$ cat src/hdl/lwpg_pkg.sv
// Shared types, constants and lookup tables for the LOS waypoint guidance unit.
// Used by lwpg_cordic, lwpg_mul and los_waypoint_path_guidance_unit.
`default_nettype none
package lwpg_pkg;

  localparam int MaxWaypoints = 64;
  localparam int IdxW = $clog2(MaxWaypoints);
  localparam int CntW = $clog2(MaxWaypoints + 1);
  localparam int CfgW = 26;
  localparam int CfgIdxW = 2;

  localparam int CordW = 36;
  localparam int CordZW = 34;
  localparam int CordSteps = 24;
  localparam int CordIW = 5;

  localparam int MulAW = 36;
  localparam int MulBW = 32;
  localparam int MulPW = MulAW + MulBW;

  localparam logic [1:0] CmdAppend = 2'd0;
  localparam logic [1:0] CmdPos    = 2'd1;
  localparam logic [1:0] CmdClear  = 2'd2;

  localparam logic [1:0] StOk       = 2'd0;
  localparam logic [1:0] StFull     = 2'd1;
  localparam logic [1:0] StNoPath   = 2'd2;
  localparam logic [1:0] StFinished = 2'd3;

  localparam logic [CfgIdxW-1:0] CfgLookMin = 2'd0;
  localparam logic [CfgIdxW-1:0] CfgLookMax = 2'd1;
  localparam logic [CfgIdxW-1:0] CfgSwitch  = 2'd2;

  localparam logic [CfgW-1:0] LookMinRst = 26'd65536;
  localparam logic [CfgW-1:0] LookMaxRst = 26'd327680;
  localparam logic [CfgW-1:0] SwitchRst  = 26'd131072;

  localparam logic [31:0] InvGainQ30 = 32'd652032874;
  localparam logic [31:0] InvGainQ28 = 32'd163008219;
  localparam logic [31:0] C03Q16     = 32'd19661;
  localparam logic [31:0] Log2eQ16   = 32'd94548;
  localparam logic [32:0] SevenMQ16  = 33'd458752;
  localparam logic [25:0] OneQ16     = 26'd65536;

  typedef enum logic {CordVec, CordRot} lwpg_cmode_e;

  typedef struct packed {
    logic [1:0]         cmd;
    logic signed [31:0] pos_x;
    logic signed [31:0] pos_y;
  } lwpg_in_t;

  typedef struct packed {
    logic signed [15:0] cmd_heading;
    logic signed [31:0] cross_track_error;
    logic signed [31:0] along_track_error;
    logic [5:0]         segment_index;
    logic               active;
    logic [1:0]         status;
  } lwpg_out_t;

  function automatic logic [31:0] atan_lut(input logic [CordIW-1:0] i);
    logic [31:0] r;
    case (i)
      5'd0:  r = 32'h20000000;
      5'd1:  r = 32'h12E4051D;
      5'd2:  r = 32'h09FB385B;
      5'd3:  r = 32'h051111D4;
      5'd4:  r = 32'h028B0D43;
      5'd5:  r = 32'h0145D7E1;
      5'd6:  r = 32'h00A2F61E;
      5'd7:  r = 32'h00517C55;
      5'd8:  r = 32'h0028BE53;
      5'd9:  r = 32'h00145F2E;
      5'd10: r = 32'h000A2F98;
      5'd11: r = 32'h000517CC;
      5'd12: r = 32'h00028BE6;
      5'd13: r = 32'h000145F3;
      5'd14: r = 32'h0000A2F9;
      5'd15: r = 32'h0000517C;
      5'd16: r = 32'h000028BE;
      5'd17: r = 32'h0000145F;
      5'd18: r = 32'h00000A2F;
      5'd19: r = 32'h00000517;
      5'd20: r = 32'h0000028B;
      5'd21: r = 32'h00000145;
      5'd22: r = 32'h000000A2;
      5'd23: r = 32'h00000051;
      default: r = 32'h0;
    endcase
    return r;
  endfunction

  function automatic logic [16:0] exp2_lut(input logic [4:0] i);
    logic [16:0] r;
    case (i)
      5'd0:  r = 17'd65536;
      5'd1:  r = 17'd62757;
      5'd2:  r = 17'd60097;
      5'd3:  r = 17'd57549;
      5'd4:  r = 17'd55109;
      5'd5:  r = 17'd52773;
      5'd6:  r = 17'd50535;
      5'd7:  r = 17'd48393;
      5'd8:  r = 17'd46341;
      5'd9:  r = 17'd44376;
      5'd10: r = 17'd42495;
      5'd11: r = 17'd40693;
      5'd12: r = 17'd38968;
      5'd13: r = 17'd37316;
      5'd14: r = 17'd35734;
      5'd15: r = 17'd34219;
      5'd16: r = 17'd32768;
      default: r = 17'd0;
    endcase
    return r;
  endfunction

endpackage
`default_nettype wire

$ cat src/hdl/lwpg_mul.sv
// Shared signed multiplier with a registered product.
// Depends on lwpg_pkg.
`default_nettype none
module lwpg_mul (
  input  wire                                 clk_i,
  input  wire logic signed [lwpg_pkg::MulAW-1:0] a_i,
  input  wire logic signed [lwpg_pkg::MulBW-1:0] b_i,
  output logic signed [lwpg_pkg::MulPW-1:0]      p_o
);
  import lwpg_pkg::*;

  logic signed [MulPW-1:0] p_q;

  always_ff @(posedge clk_i) begin
    p_q <= MulPW'(a_i) * MulPW'(b_i);
  end

  assign p_o = p_q;

endmodule
`default_nettype wire

$ cat config.mk
export PLATFORM = sky130hd
export DESIGN_NAME = lwpg_mul
export DESIGN_NICKNAME = d
export VERILOG_FILES = /design/src/hdl/lwpg_pkg.sv /design/src/hdl/lwpg_mul.sv
export SDC_FILE = /design/constraint.sdc
export NUM_CORES = 2
export LEC_CHECK = 0
export CAP_MARGIN = 40
export CORE_MARGIN = 10
export CORE_UTILIZATION = 55
export DETAILED_ROUTE_END_ITERATION = 10
export DONT_BUFFER_PORTS = 1
export HOLD_SLACK_MARGIN = 0.05
export PLACE_DENSITY = 0.7
export SYNTH_ARGS = -nofsm -noshare
export SYNTH_HDL_FRONTEND = slang
export SYNTH_SLANG_ARGS = --single-unit
export TNS_END_PERCENT = 100
$ cat constraint.sdc
create_clock -name clk_i -period 9.1 [get_ports clk_i]
set_input_delay 0.91 -clock clk_i [delete_from_list [all_inputs] [get_ports clk_i]]
set_output_delay 0.91 -clock clk_i [all_outputs]
set_load 0.02 [all_outputs]
# Yosys cells after proc, flatten, opt, wreduce, memory -nomap -nowiden
# Index checks and enable logic that the tools add are counted.
# W data, S select, Z words.
# word_totals
ff_bits	68
latch_bits	0
ramBits	0
romBits	0
output_inout_bits	68
mem_count	0
# classes
n_addsub	0
multipliers	1
n_div	0
n_lt_le_gt_ge	0
eq_ne	0
shifts	0
muxes	0
n_bitwise	0
reduce_logical	0
# ops
cell	count
$mul A36 B32 Y68	1

# Depth between registers and ports, before layout
# logic_depth
depth_word	1
depth_mapped	29

# Worst setup path after synthesis
# OpenSTA, ideal clock, no wires.
# synth_path
path_kind	input to register
startpoint	in a_i[35] (netlist name)
endpoint	reg p_q[65] (netlist: p_o[65])
arrival_time_ns	8.069
required_time_ns	9.028
setup_slack_ns	0.959
path_stages	27
cell_sequence	clkbuf_1 > nand2_1 > inv_1 > fa_1 > inv_1 > fa_1 > inv_1 > fa_1 > fa_1 > inv_1 > fa_1 > inv_1 > fa_1 > inv_1 > fa_1 > inv_1 > fa_1 > ha_1 > a21o_1 > a21o_1 > a21oi_1 > o21bai_1 > a21oi_1 > o21bai_1 > a31o_2 > a31oi_1 > xnor2_1
# synth_via
elab_chain_len	1
# synth_rtl
element	line	rtl
from (decl)	lwpg_mul.sv:6	input wire logic signed [lwpg_pkg::MulAW-1:0] a_i,
$mul A36 B32 Y68	lwpg_mul.sv:15	p_q <= MulPW'(a_i) * MulPW'(b_i);
to (signal assigned)	lwpg_mul.sv:15	
to (decl)	lwpg_mul.sv:12	logic signed [MulPW-1:0] p_q;
# No other way between the ends.

# Worst setup path in the final report
# layout_path
startpoint	in b_i[5] (netlist name)
endpoint	reg p_q[65] (netlist: p_o[65])
# layout_via
elab_chain_len	1
# layout_rtl
element	line	rtl
from (decl)	lwpg_mul.sv:7	input wire logic signed [lwpg_pkg::MulBW-1:0] b_i,
$mul A36 B32 Y68	lwpg_mul.sv:15	
# No other way between the ends.

==> flow_results.org <==
** STA
- At the pin with the least slew margin, the transition time is 0.852 ns.
- Achievable Freq :: 119 MHz
- For the finished layout, the period the worst path requires is 8.37 ns.
- Setup slack closes at 0.727 ns.
- Final Max Slew Viols :: 0
- Number of endpoints with negative hold slack in the final report :: 0
- The final critical path takes up 92.0% of the cycle.
- Setup violations remaining at the end of the flow were counted as 0.
- Total negative setup slack :: 0 ns
- In this run the tightest slew margin relative to its limit is 42.9%.
- Setup repair after global routing left no endpoint under its margin.

** Floorplanning
- The total area inside the core boundary comes to between 70000 and 80000 um2.
- Measured along the x axis, the die boundary spans 295 um.
- Measured along the y axis, the die boundary spans 295 um.
- about 140 I/O pins were placed.
- Total number of placement rows :: 100
- The die covers slightly below 90000 um2.
- Starting utilization of the core area :: around 56%

** Place
- OpenSTA, run right after detailed placement, puts the worst setup slack at 0.327 ns.
- Routability-driven placement finished with a final weighted congestion of roughly 0.91.
- Number of buffer cells added on primary ports :: 0
- DP Area :: 41800 um2
- Once detailed placement completed, the half-perimeter wirelength came to ~85000 um.

** Setup path
- The critical path contains buffers and inverters numbering 7 combined.
- CP startpoint kind :: primary input
- Along the worst path, the maximum fanout reaches 36.
- In this design, the stage delay of the slowest critical-path cell is 0.89 ns.
- Broken down by cell family, the worst path's largest delay share belongs to adder cells.
- The setup path with the least slack is of type in -> reg.
- The worst setup path is captured at a register.
- CP Data Required Time :: 9.41 ns
- By instance count, the cell type seen most on the critical path is fa_1.
- Crit path arrival time :: 8.68 ns
- Cell type of the slowest stage on the worst timing path :: fa_1

** Synthesis
- Post-synth top area share :: 58.1%
- Netlist cell types :: 67
- After synthesis, the mean cell area works out to 9.49 um2.
- Top_reg_cell synth :: dfxtp_1
- Sorting the synthesized cells by area gives the leading types as fa_1, inv_1, and2_1.
- Cells after Synth :: 4366
- Cell taking the most area after synthesis :: fa_1
- EDFF count, synth :: 0
- Synthesis Warnings :: 0
- The number of nets in the synthesized netlist is 5829.
- After synthesis, flip-flops and latches occupy under 10% of the total area.
- Fraction of synthesis flops using an asynchronous set or reset pin :: 0%
- Syn Std Cell Area :: 41400 um2
- The synthesized design contains 68 register bits.

** Cells and area
- Of the cells placed in the final design, the portion with a size suffix greater than 1 is 1.23%.
- Commonest cells after routing, fill and taps aside :: fa_1, inv_1, nand2_1
- Final-stage net count :: ~5600
- Leaving out fill and tap cells, the most frequent cell in the layout is fa_1.
- After filler insertion, the fill cell instance count of the layout stands at 6564.
- Largest register FFs :: just under 70
- Post-Layout Inst Area :: 42200 um2
- The area growth from synthesis to layout is 1.75%.
- Final core utilization :: 56.5%

** CTS
- Total CTS buffers :: 9
- Clock-pin slew reported for the worst setup and hold paths after clock tree synthesis :: 0.08 ns
- In this run, post-CTS repair resized a total of 0 instances.
- Hold repair after CTS inserted 0 buffers.
- Master cell of the clock root buffer :: clkbuf_16
- The tree built by TritonCTS fans out to 68 sinks.
- In this run the post-CTS setup repair buffer count came out at 0.
- Clock buffer depth :: 2
- TritonCTS built the clock tree.
- Max H-tree Level :: 3

** Global routing
- Largest net degree at the start of global routing :: 37
- Grt total ovfl :: 0
- Vias in the first global route :: 32000
- Initial antenna violation count :: 3
- In the global route stage, overall resource usage came out at 26.8%.
- The first global-routing pass estimated 179000 um of wire.

** Status
- The run finished with clean final reports.

** Routing
- Number of detailed-routing iterations run before antenna repair :: 5
- Average wire per standard cell :: 21.3 um
- Total wire length :: ~110000 um
- In this run the remaining antenna-violating nets after routing total 0.
- Via count :: 28100
- DRC marker count from the first detailed-route iteration :: 1838
- Final routed DRC violation total :: 0
- Via density per instance :: around 5.5

** Min path
- The min-delay analysis places its worst path in the category in -> reg.

** Flow run
- The tool flagged a number of max-cap violations equal to 0.
synthesized netlist by cell type (3+ instances only):
cell and n:
o21ai_0 32, ha_1 192, dfxtp_1 68, nor3_1 8
nor2_1 63, o21ai_1 4, o21a_1 6, o21bai_1 12
and2_1 585, a211oi_1 9, nand2b_1 11, o211ai_1 4
a41oi_1 3, a211oi_2 3, and3_1 9, nand4_1 11
a31oi_1 8, clkbuf_1 228, a21boi_0 3, nor2b_1 3
a21o_1 24, xnor2_1 46, inv_1 1074, a21oi_1 68
nand3_1 14, nand2_1 590, fa_1 1202, xor2_1 26
buf_2 7
metrics by stage:
| step | hold slack [ns] | cells |
|---|---|---|
| 2_1_floorplan | 1.04 | 4366 |
| 3_3_place_gp | 1.11 | 5107 |
| 3_5_place_dp | 1.10 | 5107 |
| 4_1_cts | 0.687 | 5123 |
| 5_1_grt | 0.695 | 5124 |
| 6_report | 0.699 | 5127 |
area by class of cell:
class                           count  area (um2)  share of cell area (%)
Tap cell                          969        1210                    2.88
Antenna cell                        3        7.51                  0.0178
Timing Repair Buffer               11        82.6                   0.196
Clock inverter                      6        95.1                   0.226
Sequential cell                    68        1360                    3.23
Multi-Input combinational cell   2986       35100                    83.3
Inverter                         1074        4030                    9.56
Clock buffer                       10         239                   0.567
worst paths after layout:
| path | from | end | depth (start not counted) |
|---|---|---|---|
| max | b_i[5] | p_o[65] | 26 |
| min | a_i[0] | p_o[0] | 1 |
logic make-up (layout without fill, tap and decap cells):
| group | count (synthesis) | after routing | synth area share [%] |
|---|---|---|---|
| AOI/OAI and AO/OA | 210 | 210 | 3.50 |
| xor gates and xnor gates | 72 | 72 | 1.52 |
| adders and majority gates | 1394 | 1394 | 63.9 |
| buffers and inverters | 1312 | 1101 | 11.9 |
| DFF | 68 | 68 | 3.28 |
| muxes | 2 | 2 | 0.0483 |
| other | 0 | 3 | 0 |
| and+or+nand+nor | 1308 | 1308 | 15.9 |
layer usage:
| layer | track usage [%] | wire, um |
|---|---|---|
| met1 | 32.2 | 40300 |
| met2 | 46.6 | 55600 |
| met3 | 5.28 | 7940 |
| met4 | 11.3 | 5420 |
| met5 | 0 | 0 |
Power is not shown: default switching activity piles up to over one toggle a cycle in this logic, so the estimate is an artifact.
