$ cat src/hdl/lwpg_pkg.sv
// Shared types, constants and lookup tables for the LOS waypoint guidance unit.
// Used by lwpg_cordic, lwpg_mul and los_waypoint_path_guidance_unit.
`default_nettype none
package lwpg_pkg;

  localparam int MaxWaypoints = 64;
  localparam int IdxW = $clog2(MaxWaypoints);
  localparam int CntW = $clog2(MaxWaypoints + 1);
  localparam int CfgW = 26;
  localparam int CfgIdxW = 2;

  localparam int CordW = 36;
  localparam int CordZW = 34;
  localparam int CordSteps = 24;
  localparam int CordIW = 5;

  localparam int MulAW = 36;
  localparam int MulBW = 32;
  localparam int MulPW = MulAW + MulBW;

  localparam logic [1:0] CmdAppend = 2'd0;
  localparam logic [1:0] CmdPos    = 2'd1;
  localparam logic [1:0] CmdClear  = 2'd2;

  localparam logic [1:0] StOk       = 2'd0;
  localparam logic [1:0] StFull     = 2'd1;
  localparam logic [1:0] StNoPath   = 2'd2;
  localparam logic [1:0] StFinished = 2'd3;

  localparam logic [CfgIdxW-1:0] CfgLookMin = 2'd0;
  localparam logic [CfgIdxW-1:0] CfgLookMax = 2'd1;
  localparam logic [CfgIdxW-1:0] CfgSwitch  = 2'd2;

  localparam logic [CfgW-1:0] LookMinRst = 26'd65536;
  localparam logic [CfgW-1:0] LookMaxRst = 26'd327680;
  localparam logic [CfgW-1:0] SwitchRst  = 26'd131072;

  localparam logic [31:0] InvGainQ30 = 32'd652032874;
  localparam logic [31:0] InvGainQ28 = 32'd163008219;
  localparam logic [31:0] C03Q16     = 32'd19661;
  localparam logic [31:0] Log2eQ16   = 32'd94548;
  localparam logic [32:0] SevenMQ16  = 33'd458752;
  localparam logic [25:0] OneQ16     = 26'd65536;

  typedef enum logic {CordVec, CordRot} lwpg_cmode_e;

  typedef struct packed {
    logic [1:0]         cmd;
    logic signed [31:0] pos_x;
    logic signed [31:0] pos_y;
  } lwpg_in_t;

  typedef struct packed {
    logic signed [15:0] cmd_heading;
    logic signed [31:0] cross_track_error;
    logic signed [31:0] along_track_error;
    logic [5:0]         segment_index;
    logic               active;
    logic [1:0]         status;
  } lwpg_out_t;

  function automatic logic [31:0] atan_lut(input logic [CordIW-1:0] i);
    logic [31:0] r;
    case (i)
      5'd0:  r = 32'h20000000;
      5'd1:  r = 32'h12E4051D;
      5'd2:  r = 32'h09FB385B;
      5'd3:  r = 32'h051111D4;
      5'd4:  r = 32'h028B0D43;
      5'd5:  r = 32'h0145D7E1;
      5'd6:  r = 32'h00A2F61E;
      5'd7:  r = 32'h00517C55;
      5'd8:  r = 32'h0028BE53;
      5'd9:  r = 32'h00145F2E;
      5'd10: r = 32'h000A2F98;
      5'd11: r = 32'h000517CC;
      5'd12: r = 32'h00028BE6;
      5'd13: r = 32'h000145F3;
      5'd14: r = 32'h0000A2F9;
      5'd15: r = 32'h0000517C;
      5'd16: r = 32'h000028BE;
      5'd17: r = 32'h0000145F;
      5'd18: r = 32'h00000A2F;
      5'd19: r = 32'h00000517;
      5'd20: r = 32'h0000028B;
      5'd21: r = 32'h00000145;
      5'd22: r = 32'h000000A2;
      5'd23: r = 32'h00000051;
      default: r = 32'h0;
    endcase
    return r;
  endfunction

  function automatic logic [16:0] exp2_lut(input logic [4:0] i);
    logic [16:0] r;
    case (i)
      5'd0:  r = 17'd65536;
      5'd1:  r = 17'd62757;
      5'd2:  r = 17'd60097;
      5'd3:  r = 17'd57549;
      5'd4:  r = 17'd55109;
      5'd5:  r = 17'd52773;
      5'd6:  r = 17'd50535;
      5'd7:  r = 17'd48393;
      5'd8:  r = 17'd46341;
      5'd9:  r = 17'd44376;
      5'd10: r = 17'd42495;
      5'd11: r = 17'd40693;
      5'd12: r = 17'd38968;
      5'd13: r = 17'd37316;
      5'd14: r = 17'd35734;
      5'd15: r = 17'd34219;
      5'd16: r = 17'd32768;
      default: r = 17'd0;
    endcase
    return r;
  endfunction

endpackage
`default_nettype wire

$ cat src/hdl/lwpg_cordic.sv
// Iterative CORDIC, one micro-rotation per cycle, vectoring or rotation mode.
// Depends on lwpg_pkg for widths and the arctangent table.
`default_nettype none
module lwpg_cordic (
  input  wire                                   clk_i,
  input  wire                                   rst_ni,
  input  wire                                   start_i,
  input  wire lwpg_pkg::lwpg_cmode_e            mode_i,
  input  wire logic signed [lwpg_pkg::CordW-1:0] vx_i,
  input  wire logic signed [lwpg_pkg::CordW-1:0] vy_i,
  input  wire logic [15:0]                      ang_i,
  output logic                                  done_o,
  output logic signed [lwpg_pkg::CordW-1:0]     x_o,
  output logic signed [lwpg_pkg::CordW-1:0]     y_o,
  output logic [31:0]                           z_o
);
  import lwpg_pkg::*;

  logic                     busy_q, done_q;
  logic [CordIW-1:0]        i_q;
  lwpg_cmode_e              mode_q;
  logic                     flip_q, zero_q;
  logic signed [CordW-1:0]  x_q, y_q, xs, ys;
  logic signed [CordZW-1:0] z_q, zr, at;

  assign xs = x_q >>> i_q;
  assign ys = y_q >>> i_q;
  assign at = CordZW'(atan_lut(i_q));
  assign zr = {{2{ang_i[15]}}, ang_i, 16'h0};

  always_ff @(posedge clk_i or negedge rst_ni) begin
    if (!rst_ni) begin
      busy_q <= 1'b0;
      done_q <= 1'b0;
      i_q    <= '0;
    end else begin
      done_q <= 1'b0;
      if (start_i) begin
        busy_q <= 1'b1;
        i_q    <= '0;
      end else if (busy_q) begin
        if (i_q == CordIW'(CordSteps - 1)) begin
          busy_q <= 1'b0;
          done_q <= 1'b1;
        end
        i_q <= i_q + CordIW'(1);
      end
    end
  end

  always_ff @(posedge clk_i) begin
    if (start_i) begin
      mode_q <= mode_i;
      if (mode_i == CordVec) begin
        zero_q <= (vx_i == '0) && (vy_i == '0);
        flip_q <= 1'b0;
        if (vx_i < 0) begin
          x_q <= -vx_i;
          y_q <= -vy_i;
          z_q <= CordZW'(34'h080000000);
        end else begin
          x_q <= vx_i;
          y_q <= vy_i;
          z_q <= '0;
        end
      end else begin
        zero_q <= 1'b0;
        x_q    <= CordW'(InvGainQ28);
        y_q    <= '0;
        if (zr > CordZW'(34'sh040000000)) begin
          z_q    <= zr - CordZW'(34'sh080000000);
          flip_q <= 1'b1;
        end else if (zr < -CordZW'(34'sh040000000)) begin
          z_q    <= zr + CordZW'(34'sh080000000);
          flip_q <= 1'b1;
        end else begin
          z_q    <= zr;
          flip_q <= 1'b0;
        end
      end
    end else if (busy_q) begin
      if (mode_q == CordVec) begin
        if (y_q >= 0) begin
          x_q <= x_q + ys;
          y_q <= y_q - xs;
          z_q <= z_q + at;
        end else begin
          x_q <= x_q - ys;
          y_q <= y_q + xs;
          z_q <= z_q - at;
        end
      end else begin
        if (z_q >= 0) begin
          x_q <= x_q - ys;
          y_q <= y_q + xs;
          z_q <= z_q - at;
        end else begin
          x_q <= x_q + ys;
          y_q <= y_q - xs;
          z_q <= z_q + at;
        end
      end
    end
  end

  assign done_o = done_q;
  assign x_o = zero_q ? '0 : (flip_q ? -x_q : x_q);
  assign y_o = zero_q ? '0 : (flip_q ? -y_q : y_q);
  assign z_o = zero_q ? '0 : z_q[31:0];

endmodule
`default_nettype wire

$ cat config.mk
export PLATFORM = sky130hd
export DESIGN_NAME = lwpg_cordic
export DESIGN_NICKNAME = d
export VERILOG_FILES = /design/src/hdl/lwpg_pkg.sv /design/src/hdl/lwpg_cordic.sv
export SDC_FILE = /design/constraint.sdc
export NUM_CORES = 1
export LEC_CHECK = 0
export ABC_CLOCK_PERIOD_IN_PS = 13750
export BUFFER_PORTS_ARGS = -buffer_cell sky130_fd_sc_hd__clkbuf_2
export CORE_MARGIN = 5
export CORE_UTILIZATION = 55
export CTS_CLUSTER_DIAMETER = 80
export DETAILED_ROUTE_END_ITERATION = 12
export HOLD_SLACK_MARGIN = 0.1
export PLACE_DENSITY = 0.74
export SETUP_SLACK_MARGIN = 0.2
export SYNTH_ARGS = -nofsm -noshare
export SYNTH_HDL_FRONTEND = slang
export SYNTH_SLANG_ARGS = --single-unit
$ cat constraint.sdc
create_clock -name clk_i -period 13.75 [get_ports clk_i]
set_clock_uncertainty 0.1 [all_clocks]
set_input_delay 2.0625 -clock clk_i [delete_from_list [all_inputs] [get_ports clk_i]]
set_output_delay 2.0625 -clock clk_i [all_outputs]
set_load 0.02 [all_outputs]
; Word-level counts from Yosys, hierarchy flattened
; Memories as Yosys holds them, arrays and structs flattened.
; Cells that the tools add are included.
[op_classes]
addsub = 13
multipliers = 0
n_div = 0
n_lt_le_gt_ge = 5
eq_ne = 1
n_shift = 2
muxes = 38
bitwise = 0
n_reduce_logical = 4
[op_table]
columns = operator, n
row1 = two-way mux 36 bit, 18
row2 = two-way mux 34 bit, 8
row3 = negation 36 bit, 4
row4 = adder 36 bit, 2
row5 = logical NOT 36 bit, 2
row6 = >>> shifter 36 x 5 -> 36 bit, 2
row7 = subtractor 36 bit, 2
row8 = two-way mux 32 bit, 2
row9 = >= comparator 36 x 1 -> 1 bit (second input constant), 1
row10 = < comparator 36 x 1 -> 1 bit (second input constant), 1
row11 = adder 32 x 33 -> 34 bit (second input constant), 1
row12 = adder 34 x 33 -> 34 bit, 1
row13 = >= comparator 34 x 1 -> 1 bit (second input constant), 1
row14 = subtractor 32 x 33 -> 34 bit (second input constant), 1
row15 = subtractor 34 x 33 -> 34 bit, 1
row16 = greater-than comparator 32 bit (second input constant), 1
row17 = < comparator 32 x 31 -> 1 bit (second input constant), 1
row18 = two-way mux 5 bit, 2
row19 = two-way mux 1 bit, 8
row20 = adder 5 x 1 -> 5 bit (second input constant), 1
row21 = == test 5 bit (second input constant), 1
row22 = nonzero test 2 bit, 1
row23 = logical AND 1 bit, 1
[totals]
register_bits = 116
latchBits = 0
ramBits = 0
romBits = 960
inputBits = 92
out_inout_bits = 105
word_cells = 73
mem_count = 1
[memory_table]
columns = memory, depth, word_bits, rd, rd_clocked_by_memory_dff, wr, line
row1 = (name not given), 32, 30, 1, 0, 0, lwpg_pkg.sv:64  ; case (i)

; Depth between registers and ports, before layout
[logic_depth]
depth_word = 6
depth_mapped = 24
depth_no_buf = 21

; Worst setup path after synthesis
; Ideal clock, no wire load.
[synth_timing]
path_type = register -> register
from = reg i_q[0]
to = reg z_q[26], data pin
setup_ns = 0.259
arrival_ns = 5.043
required_time_ns = 13.391
path_slack_ns = 8.348
stages_incl_launch_ff = 23
n_path_buf = 3
period_less_slack_ns = 5.402
cell_sequence = dfrtp_1 clkbuf_1 buf_1 clkinv_1 clkbuf_1 ha_1 nand2_1 and3_1 a21oi_1 nand2_1 o21ai_0 ha_1 inv_1 fa_1 nor2b_1 o21a_1 o2111ai_1 o211ai_1 a41oi_1 a2111oi_0 a21oi_1 a32o_1 a211o_1
[synth_via]
elab_chain_cells = 6
word_cells_on_any_way = 8
[synth_lines]
columns = element, line
row1 = start: declaration, lwpg_cordic.sv:20  ; logic [CordIW-1:0] i_q;
row2 = start signal: assignment, lwpg_cordic.sv:46  ; i_q <= i_q + CordIW'(1);
row3 = memory (32 x 30 bit) *, n/a
row4 = subtractor 34 x 33 -> 34 bit / adder 34 x 33 -> 34 bit (equally long branches), n/a
row5 = two-way mux 34 bit (on tied branches), "lwpg_cordic.sv:83, lwpg_cordic.sv:93"
row6 = two-way mux 34 bit *, lwpg_cordic.sv:82  ; if (mode_q == CordVec) begin
row7 = two-way mux 34 bit *, lwpg_cordic.sv:81  ; end else if (busy_q) begin
row8 = two-way mux 34 bit *, lwpg_cordic.sv:52  ; if (start_i) begin
row9 = end signal: assignment, lwpg_cordic.sv:60  ; z_q <= CordZW'(34'h080000000);
row10 = end signal: assignment, lwpg_cordic.sv:86  ; z_q <= z_q + at;
row11 = end signal: assignment, lwpg_cordic.sv:90  ; z_q <= z_q - at;
row12 = end: declaration, lwpg_cordic.sv:24  ; logic signed [CordZW-1:0] z_q, zr, at;
; Mark *: on every way between the ends. The rest lies on a longest branch, timed or not. The select of a mux whose other input is x is not followed.
; A chain may end at the register's enable or synchronous reset.

; Worst setup path in the final report
[layout_timing]
from = reg i_q[1]
to = reg y_q[34], data pin
[layout_via]
elab_chain_cells = 6
word_cells_on_any_way = 8
[layout_lines]
columns = element, line
row1 = >>> shifter 36 x 5 -> 36 bit *, lwpg_cordic.sv:26  ; assign xs = x_q >>> i_q;
row2 = adder 36 bit / subtractor 36 bit (equally long branches), n/a
row3 = two-way mux 36 bit (on tied branches), "lwpg_cordic.sv:83, lwpg_cordic.sv:93"
row4 = two-way mux 36 bit *, lwpg_cordic.sv:82
row5 = two-way mux 36 bit *, lwpg_cordic.sv:81
row6 = two-way mux 36 bit *, lwpg_cordic.sv:52
row7 = end signal: assignment, lwpg_cordic.sv:59  ; y_q <= -vy_i;
row8 = end signal: assignment, lwpg_cordic.sv:85  ; y_q <= y_q - xs;
row9 = end signal: assignment, lwpg_cordic.sv:89  ; y_q <= y_q + xs;
row10 = end: declaration, lwpg_cordic.sv:23  ; logic signed [CordW-1:0] x_q, y_q, xs, ys;
; Marked as above.

==> results.txt <==
- Rel. slew slack: 30.5%
- At the end of the flow the core is filled with cells to 59.6%.
- Class of the tightest hold or removal check: reg -> reg
- Per-cell via count in the routed design: 6.56
- Number of vias in the routed layout: 26,215
* Cell seen most often among critical-path stages: sky130_fd_sc_hd__o21ai_0
* Number of synthesized register bits: 116
- Async set-or-reset flop fraction in the synthesized netlist: 6.03%
- Averaged over all synthesized cells, the footprint is 7.13 sq um.
* Final total negative setup slack: 0 ps
* Design Power: 7120 uW
- In this run the cell area of the synthesized design comes to 0.0241 sq mm.
- Setup repair after global routing missed its margin: false
* Net switching power of the design: 4050 uW
- The most used flip-flop cell after synthesis is sky130_fd_sc_hd__edfxtp_1.
- When the netlist entered floorplanning its net count stood at 3,708.
- Pin count of the biggest net entering global routing: 94
- Ranked by total cell area, the synthesized netlist is headed by sky130_fd_sc_hd__edfxtp_1, sky130_fd_sc_hd__ha_1, sky130_fd_sc_hd__nor2_1.
* Leakage power summed over all cells: 0.0113 uW
* Cell with the most instances after synthesis: sky130_fd_sc_hd__nor2_1
- Cell internal power was estimated by the tool at 3070 uW.
- Root cell of the clock tree: sky130_fd_sc_hd__clkbuf_16
- Highest clock rate: 156 MHz
- The synthesized design contains 109 enable-type register cells.
* Worst IR Drop VDD: 183 uV
* Run status: completed
- Crit path max fanout: 84
- The number of global-route vias before repair is 24,877.
- Hold Buf Count CTS: 0
- Setup slack at placement: 7450 ps
* Logic gate share of total power: 78.3%
- STA classifies the critical path endpoint as a flop.
- DRT iter0 DRCs: 2,842
- Yosys printed 0 warnings.
* Fraction of power spent switching nets: 56.9%
- Hold Vio Cnt, Final: 0
- Dividing total power by cell area gives a power density of 276 mW/mm^2.
- Number of buffers and inverters on the critical path: 2
- Maximum cell stage delay along the critical path: 790 ps
- The floorplan has 76 rows.
- After detailed routing, the number of remaining DRC violations is 0.
* Final count of pins violating max slew: 0
- Hold slack: 573 ps
- The clock tree synthesis step divided the H-tree into 4 levels.
- Top-area cell type share of the netlist area: 13.6%
- Critical Path AT: 6540 ps
- Number of ports placed on the die boundary: 197
- Period utilization: 46.7%
- Buffer depth of the longest clock path: 2
- The share of total power dissipated in sequential elements is 14.9%.
- Total GRT Usage: 35.6%
- Synth Instances: 3,383
- TritonCTS built the clock tree.
- Post-CTS setup repair buffer count: 0
- Die X: 219 microns
* Worst reg-to-reg setup slack: 7330 ps
- CP required: 13,870 ps
- Clock transition at the registers of the reported paths: 60 ps
- Share of post-route cells with drive strength above 1: 10.9%
- Gates resized during post-CTS repair numbered 0.
* Layout net count: 3,722
- TritonCTS created 17 clock buffers.
- After floorplanning, the core was sized to cover 0.0433 sq mm.
* Die Height: 219 microns
- HPWL after detailed placement: 68,000 microns
- Summed over all layers, the global routing overflow is 0.
- Crit Path Class: reg -> reg
- Slew at the pin closest to its max-slew limit: 1040 ps
- In this run, the clock network consumes 6.8% of the power.
- The clock net in this run drives a total of 116 sinks.
- After synthesis, the most frequently instantiated cells are sky130_fd_sc_hd__nor2_1, sky130_fd_sc_hd__nand2_1, sky130_fd_sc_hd__a21oi_1, sky130_fd_sc_hd__o21ai_0, sky130_fd_sc_hd__ha_1.
* Fill cell instance count of the final layout: 4,145
- First-pass GRT wire length: 137,000 microns
- Before antenna repair, the detailed router went through 6 iterations.
- After detailed routing, the total wire length is 88,800 microns.
* Portion of the post-synthesis area used by sequential elements: 14.3%
- Overall die area: 0.0481 sq mm
* RePlAce Congestion: 0.989
- The netlist uses 90 different library cells.
* List of cells traversed by the critical path: buf_4, mux2_2, o21ai_0, o21ai_0, o21ai_0, nor2_1, nor2_1, inv_1, fa_1, and2b_1, o21a_1, o21ai_1, a211oi_1, o21ai_0, a221oi_1, a311oi_1, o41ai_2, xnor2_1, o211ai_1
- Worst skew pair latency: 500 ps
* Worst Setup Slack, final: 7330 ps
- Antenna viol nets, final: 0
- Post-route minimum period: 6420 ps
- After detailed routing, the average wire length per cell comes to 22.2 microns.
* CP Launch Type: flop
* Max-Cap Viols: 0
- Cell family with most CP delay: compound AO/OA/AOI/OAI gates
- The number of antenna violations at the first check in global routing is 1.
- Final setup violation count: 0
- From synthesis to final layout, the design area changed by 6.98%.
- Input and output buffers added on the ports amount to 196.
- Yosys top cell by area: sky130_fd_sc_hd__edfxtp_1
* Effective utilization at floorplan: 55.7%
- Worst path slowest cell: sky130_fd_sc_hd__buf_4
[stage by stage]
stage	std cells	area [sq um]
global route	3995	25800
floorplan	3383	24100
CTS	3995	25800
detailed placement	3963	25200
finish	3996	25800
global placement	3963	25200
[cell usage in the layout, fill, tap and decap left out, types with 48 or more instances in the layout]
cell type	instances
sky130_fd_sc_hd__a21oi_1	273
sky130_fd_sc_hd__ha_1	227
sky130_fd_sc_hd__nor2_1	387
sky130_fd_sc_hd__clkbuf_2	195
sky130_fd_sc_hd__a21o_1	53
sky130_fd_sc_hd__xnor2_1	121
sky130_fd_sc_hd__xor2_1	120
sky130_fd_sc_hd__o31ai_1	61
sky130_fd_sc_hd__nand2_1	358
sky130_fd_sc_hd__nand3_1	58
sky130_fd_sc_hd__nor2b_1	71
sky130_fd_sc_hd__nor3_1	48
sky130_fd_sc_hd__o22ai_1	48
sky130_fd_sc_hd__o21ai_0	251
sky130_fd_sc_hd__a211oi_1	54
sky130_fd_sc_hd__inv_1	213
sky130_fd_sc_hd__mux2i_1	80
sky130_fd_sc_hd__edfxtp_1	109
sky130_fd_sc_hd__o21a_1	53
[flip-flops by register name (all words and copies together), names as in the netlist]
signal	cells
busy_q	1
i_q	5
y_q	36
mode_q	1
z_q	34
done_o	1
zero_q	1
flip_q	1
x_q	36
[power groups by stage]
| stage | Combinational, uW | Sequential [uW] | Clock (uW) |
|---|---|---|---|
| after floorplan | 4190 | 816 | 0 |
| after global placement | 5390 | 1040 | 0 |
| after detailed placement | 5420 | 1050 | 0 |
| after CTS | 5460 | 1040 | 492 |
| after global routing | 6080 | 1070 | 505 |
| final | 5580 | 1060 | 485 |
[cell type report]
cell class / instances / area (sq um) / area share, %
multi-input combinational: 2822 / 19000 / 73.7
tap: 585 / 732 / 2.84
inverter: 218 / 818 / 3.17
clock inverter: 14 / 161 / 0.626
timing repair buffer: 222 / 1180 / 4.57
sequential: 116 / 3460 / 13.4
antenna: 1 / 2.50 / 0.00970
clock buffer: 18 / 429 / 1.66
[logic make-up (layout without fill, tap and decap cells)]
group	after synthesis	in the layout	share of synthesized area, %
other	0	1	0
muxes	129	129	6.96
and+or+nand+nor	1150	1150	22.1
buffers and inverters	445	472	6.96
DFF	116	116	14.3
adders and majority gates	233	233	12.3
AOI/OAI and AO/OA	1069	1069	28.6
xor gates and xnor gates	241	241	8.75
[final timing paths]
kind	endpoint	depth (start not counted)	start
min	busy_q	2	busy_q
max	y_q[34]	19	i_q[1]
min reg2reg	busy_q	2	busy_q
max reg2reg	y_q[34]	19	i_q[1]
max in group asynchronous	i_q[0]	1	rst_ni
min in group asynchronous	done_o	1	rst_ni
[tightest hold or removal path, stage by stage, from the launching register on]
cell                      delay, ps
sky130_fd_sc_hd__dfrtp_1        480
sky130_fd_sc_hd__nand2_1        100
sky130_fd_sc_hd__nand2_1         50
[layer usage]
metal	GRT usage (%)	wire, microns	up-vias
li1	-	-	12195
met1	45.0	35900	12435
met2	59.5	41700	1361
met3	6.48	7470	224
met4	15.7	3740	0
met5	0	0	-
(Power assumes the default switching activity.)
